<file path="config.mk">
export PLATFORM = sky130hd
export DESIGN_NAME = ciir_front
export DESIGN_NICKNAME = d
export VERILOG_FILES = /design/src/hw/rtl/ciir_pkg.sv /design/src/hw/rtl/ciir_front.sv
export SDC_FILE = /design/constraint.sdc
export NUM_CORES = 1
export LEC_CHECK = 0
export ABC_AREA = 1
export BUFFER_PORTS_ARGS = -buffer_cell sky130_fd_sc_hd__buf_2
export CAP_MARGIN = 30
export CORE_ASPECT_RATIO = 2
export CORE_MARGIN = 4
export CORE_UTILIZATION = 55
export DETAILED_ROUTE_END_ITERATION = 10
export PLACE_DENSITY = 0.93
export SLEW_MARGIN = 10
export SYNTH_ARGS = -nofsm -noshare
export SYNTH_HDL_FRONTEND = slang
export SYNTH_SLANG_ARGS = --single-unit
export TNS_END_PERCENT = 30
</file>
<file path="constraint.sdc">
create_clock -name clk -period 8.1 [get_ports clk]
set_input_delay 1.62 -clock clk [delete_from_list [all_inputs] [get_ports clk]]
set_output_delay 1.62 -clock clk [all_outputs]
set_load 0.02 [all_outputs]
</file>
<file path="src/hw/rtl/ciir_pkg.sv">
// ----------------------------------------------------------------------------
// ciir_pkg: shared types and constants of the cascaded IIR filter
// Beat payload structs, command codes and the fixed-point constants.
// ----------------------------------------------------------------------------
package ciir_pkg;

	typedef enum logic [1:0] {
		CMD_FILTER = 2'd0,
		CMD_WR_B   = 2'd1,
		CMD_WR_A   = 2'd2,
		CMD_CLEAR  = 2'd3
	} cmd_t;

	typedef struct packed {
		logic [1:0]         command;
		logic [3:0]         section;
		logic [3:0]         tap;
		logic signed [31:0] value;
	} in_beat_t;

	typedef struct packed {
		logic signed [31:0] filtered_sample;
		logic               overflow;
	} out_beat_t;

	typedef enum logic [2:0] {
		ST_IDLE,
		ST_MAC,
		ST_WAIT,
		ST_ROUND,
		ST_SHIFT,
		ST_OUT
	} eng_state_t;

	// Shift that scales a Q8.23 sample times a Q3.28 coefficient back to Q8.23.
	localparam int FracShift = 28;
	// Accumulator width: 64-bit products plus headroom for up to 64 terms.
	localparam int AccW = 70;
	localparam logic [30:0] FlushReset = 31'd8;
	localparam int RegFlush = 0;

endpackage

</file>
<file path="src/hw/rtl/ciir_front.sv">
// ----------------------------------------------------------------------------
// ciir_front: input beat queue
// A small FIFO that accepts input beats and hands them to the filter engine.
// ----------------------------------------------------------------------------
module ciir_front import ciir_pkg::*; (
	input  logic     clk,
	input  logic     arst_n,
	input  logic     in_valid,
	output logic     in_ready,
	input  in_beat_t in_beat,
	output logic     q_valid,
	input  logic     q_ready,
	output in_beat_t q_beat
);

	localparam int Depth = 2;

	in_beat_t   mem_q [Depth];
	logic       wp_q, rp_q;
	logic [1:0] cnt_q;
	logic       push, pop;

	// Handshake on both sides of the queue.
	assign in_ready = (cnt_q != 2'(Depth));
	assign q_valid  = (cnt_q != 2'd0);
	assign q_beat   = mem_q[rp_q];
	assign push     = in_valid && in_ready;
	assign pop      = q_valid && q_ready;

	// Storage is written without reset.
	always_ff @(posedge clk) begin
		if (push) begin
			mem_q[wp_q] <= in_beat;
		end
	end

	// Pointers and fill count.
	always_ff @(posedge clk or negedge arst_n) begin
		if (!arst_n) begin
			wp_q  <= 1'b0;
			rp_q  <= 1'b0;
			cnt_q <= 2'd0;
		end else begin
			if (push) wp_q <= ~wp_q;
			if (pop) rp_q <= ~rp_q;
			cnt_q <= cnt_q + 2'(push) - 2'(pop);
		end
	end

endmodule

</file>
# After elaboration in Yosys (flattened, before gate mapping)
# Memory sizes are Yosys's and may differ from the RTL's.
# Cells that the tools add are included.
[totals] output_inout_bits=44 memories=1 ramBits=84 input_bits=46 elab_cells=14 reg_bits=4
[classes] addsub=2 mux=2 bitwise_logic=2 reduce_logical=3 n_eq_ne=1
[memory_table] name="mem_q" depth=2 word_bits=42 rd=1 rd_clocked_by_memory_dff=0 wr=1 line="ciir_front.sv:18" rtl="in_beat_t mem_q [Depth];"
[ops] op="adder 2 x 1 -> 2 bit" count=1
[ops] op="logical AND 1 bit" count=2
[ops] op="2-to-1 mux 1 bit" count=2
[ops] op="inequality test 2 bit, second input constant" count=1
[ops] op="NOT 1 bit" count=2
[ops] op="nonzero test 2 bit" count=1
[ops] op="subtractor 2 x 1 -> 2 bit" count=1

# Longest topological paths before layout
[depth] word_depth=4 ltp_mapped=10 mapped_depth_nobuf=10

# Worst setup path after synthesis
# No wires, ideal clock.
[synth_path] path_kind="input to register" from="input in_valid" to="memory mem_q[1][0] in the netlist's numbering (enable)" slack_ps=4178 n_path_buf=0 setup_time_ps=441 t_required_ps=7659 arrival_ps=3481 cell_stages=2 path_cell_list="nand2_1 nor2_1"
[synth_via] elab_chain_len=3
[synth_rtl] element="start: declaration" line="ciir_front.sv:8" rtl="input logic in_valid,"
[synth_rtl] element="logical AND 1 bit" line="ciir_front.sv:27" rtl="assign push = in_valid && in_ready;"
[synth_rtl] element="2-to-1 mux 1 bit" line="ciir_front.sv:32" rtl="if (push) begin"
[synth_rtl] element="2-to-1 mux 1 bit (implied by the code)" line="ciir_front.sv:33" rtl="mem_q[wp_q] <= in_beat;"
[synth_rtl] element="end: declaration" line="ciir_front.sv:18"
# No other way between the ends.

==> reports/metrics.csv <==
metric,value,unit
Hold WC Path Type,flop to flop,
count of buffers inserted at the top-level ports,89,
clock tree from TritonCTS,done,
most common library cell in the layout ignoring fill and taps,sky130_fd_sc_hd__nand2_1,
drc violations,0,
# fillers,421,
post-placement cell area,3791,um^2
status,finished clean,
number of antenna cells inserted,0,
Netlist cell types,10,
fraction of layout instances using a drive strength above 1,0.3037,
DP Wirelength,4.242,mm
post-CTS repair timing setup buffer count,0,
first-pass GRT wire length,9.811,mm
required time worst endpoint,6480,ps
vias per cell,5.120,
post-layout instance count excluding filler cells,410,
Worst Setup Start Kind,flop,
time the worst path needs with I/O delays and setup,3275,ps
Final ANT Viol Nets,0,
Setup crit end kind,output port,
Initial Util,0.5706,
number of pins with negative max-slew slack in the final report,0,
top fanout value on the critical path,44,
register clock-pin slew on the reported worst setup and hold paths,60,ps
CTS Hold Buffers Added,0,
leak pwr,1.816,nW
Post-Syn Area,3313,um^2
H-tree level count,3,
sequential element share of the synthesized area,0.7915,
Iter 0 DRT Violations,105,
worst-case clock buffer depth,2,
GRT Util Overall,0.1767,
Final Routed Wirelength,6.113,mm
setup TNS after final layout,0,ps
setup repair after global routing missed its margin,false,
average instance area after synthesis,13.20,um^2
clock sink count,88,
master cell of the clock root buffer,sky130_fd_sc_hd__clkbuf_16,
most frequent cells in the layout,"sky130_fd_sc_hd__nand2_1 (139), sky130_fd_sc_hd__buf_2 (89), sky130_fd_sc_hd__edfxtp_1 (84)",
arrival time at the worst endpoint,1650,ps
post-synthesis cell count,251,
number of global-route vias before repair,2144,
nets@finish,392,
share of the clock period used by the worst path after layout,0.4043,
final RePlAce weighted congestion,0.7000,
vias after detailed routing,2099,
number of standard-cell rows in the floorplan,39,
CTS resizes,0,
Total Power Consumption,1.594,mW
number of synthesis warnings,0,
latest clock arrival within the worst-skew pair,330,ps
kind of critical path,flop to output port,
synthesized net count,299,
sum of overflow across all layers after global routing,0,
final core occ,0.7011,
Max transition margin,0.4018,
number of endpoints failing setup at the final stage,0,
Placeable Area,5807,um^2
number of optimization iterations in the first detailed-route pass,4,
worst clock skew on the final layout,4.529,ps
number of hold violations in the final report,0,
layout overhead on the synthesized area,22.89,%
number of buffers created by CTS,9,
power density of the placed cells,391.5,nW/um^2
reported max-cap violation count,0,
area taken by flip-flops and latches,2623,um^2
number of antenna violations at the first check in global routing,0,
post-route design area,4071,um^2
Worst VDD drop,0.2671,mV
Die X,62.88,um
#FFs+latches synth,88,
count of pins on the block boundary,90,
pin count of the biggest net entering global routing,45,
Highest Clock Rate,305.4,MHz
# placed instances,394,
area of the multi-input gates,573.1,um^2
Tightest Pin Transition,897.3,ps
WL/cell,14.91,um
overall die height,117.8,um
area of the die,7405,um^2
cell type report:
cell class,instances,area share
clock buffers,11,0.05716
inverters,9,0.009527
repair buffers,91,0.1180
flip-flops and latches,88,0.6441
multi-input cells,145,0.1408
well taps,61,0.01875
clock inverters,5,0.01168
cell families (layout without fill, tap and decap cells):
group / count (synthesis) / count (layout) / synth area share
buffers and inverters: 18 / 116 / 0.03776
AND/OR/NAND/NOR: 143 / 143 / 0.1631
flip-flops: 88 / 88 / 0.7915
adder cells (fa/ha/maj): 2 / 2 / 0.007552
critical path, stage by stage (launching register included):
cell,delay (ps)
sky130_fd_sc_hd__dfrtp_1,350
sky130_fd_sc_hd__buf_4,280
sky130_fd_sc_hd__inv_6,320
sky130_fd_sc_hd__nand2_1,110
sky130_fd_sc_hd__nand2_1,80
sky130_fd_sc_hd__buf_2,160
metrics by stage:
stage / hold WS, ps / setup WS [ps]
2_1_floorplan: 441.9 / 4178
3_3_place_gp: 455.4 / 4960
3_5_place_dp: 459.0 / 5119
4_1_cts: 473.1 / 4784
5_1_grt: 494.8 / 4634
6_report: 473.3 / 4825
path summary, 6_finish.rpt:
path / startpoint / endpoint / slack, ps / cells after the start
max: rp_q$_DFFE_PN0P_ / q_beat[16] / 4830 / 5
min: wp_q$_DFFE_PN0N_ / wp_q$_DFFE_PN0N_ / 470 / 2
max reg2reg: cnt_q[1]$_DFF_PN0_ / mem_q[1][9]$_DFFE_PP_ / 6340 / 4
min reg2reg: wp_q$_DFFE_PN0N_ / wp_q$_DFFE_PN0N_ / 470 / 2
max in group asynchronous: arst_n / wp_q$_DFFE_PN0N_ / 6890 / 1
min in group asynchronous: arst_n / cnt_q[1]$_DFF_PN0_ / 1080 / 1
report_power, final:
group	switching [mW]	internal, mW	leakage (nW)	total (mW)
clock network	0.150	0.236	0.138	0.386
registers	0.0265	0.623	0.829	0.650
logic	0.401	0.157	0.848	0.559
total	0.578	1.02	1.82	1.59
sequential cells by signal, indices dropped and copies added (netlist names):
register	flops
wp_q	1
mem_q	84
cnt_q	2
rp_q	1
routing by layer:
| layer | global-route usage | vias up | share of wire |
|---|---|---|---|
| li1 | - | 1020 | - |
| met1 | 0.1754 | 991 | 0.32 |
| met2 | 0.3084 | 68 | 0.59 |
| met3 | 0.04967 | 20 | 0.052 |
| met4 | 0.1217 | 0 | 0.038 |
| met5 | 0 | - | 0 |
synthesized netlist by cell type:
cell | instances | share of area
sky130_fd_sc_hd__buf_4 | 4 | 0.0091
sky130_fd_sc_hd__ha_1 | 2 | 0.0076
sky130_fd_sc_hd__edfxtp_1 | 84 | 0.76
sky130_fd_sc_hd__nand2_1 | 139 | 0.16
sky130_fd_sc_hd__buf_6 | 5 | 0.017
sky130_fd_sc_hd__dfrtp_1 | 4 | 0.030
sky130_fd_sc_hd__inv_1 | 8 | 0.0091
sky130_fd_sc_hd__nand3_1 | 3 | 0.0045
sky130_fd_sc_hd__nor2_1 | 1 | 0.0011
sky130_fd_sc_hd__inv_6 | 1 | 0.0026
No activity file was read; power rests on OpenSTA's default activity.
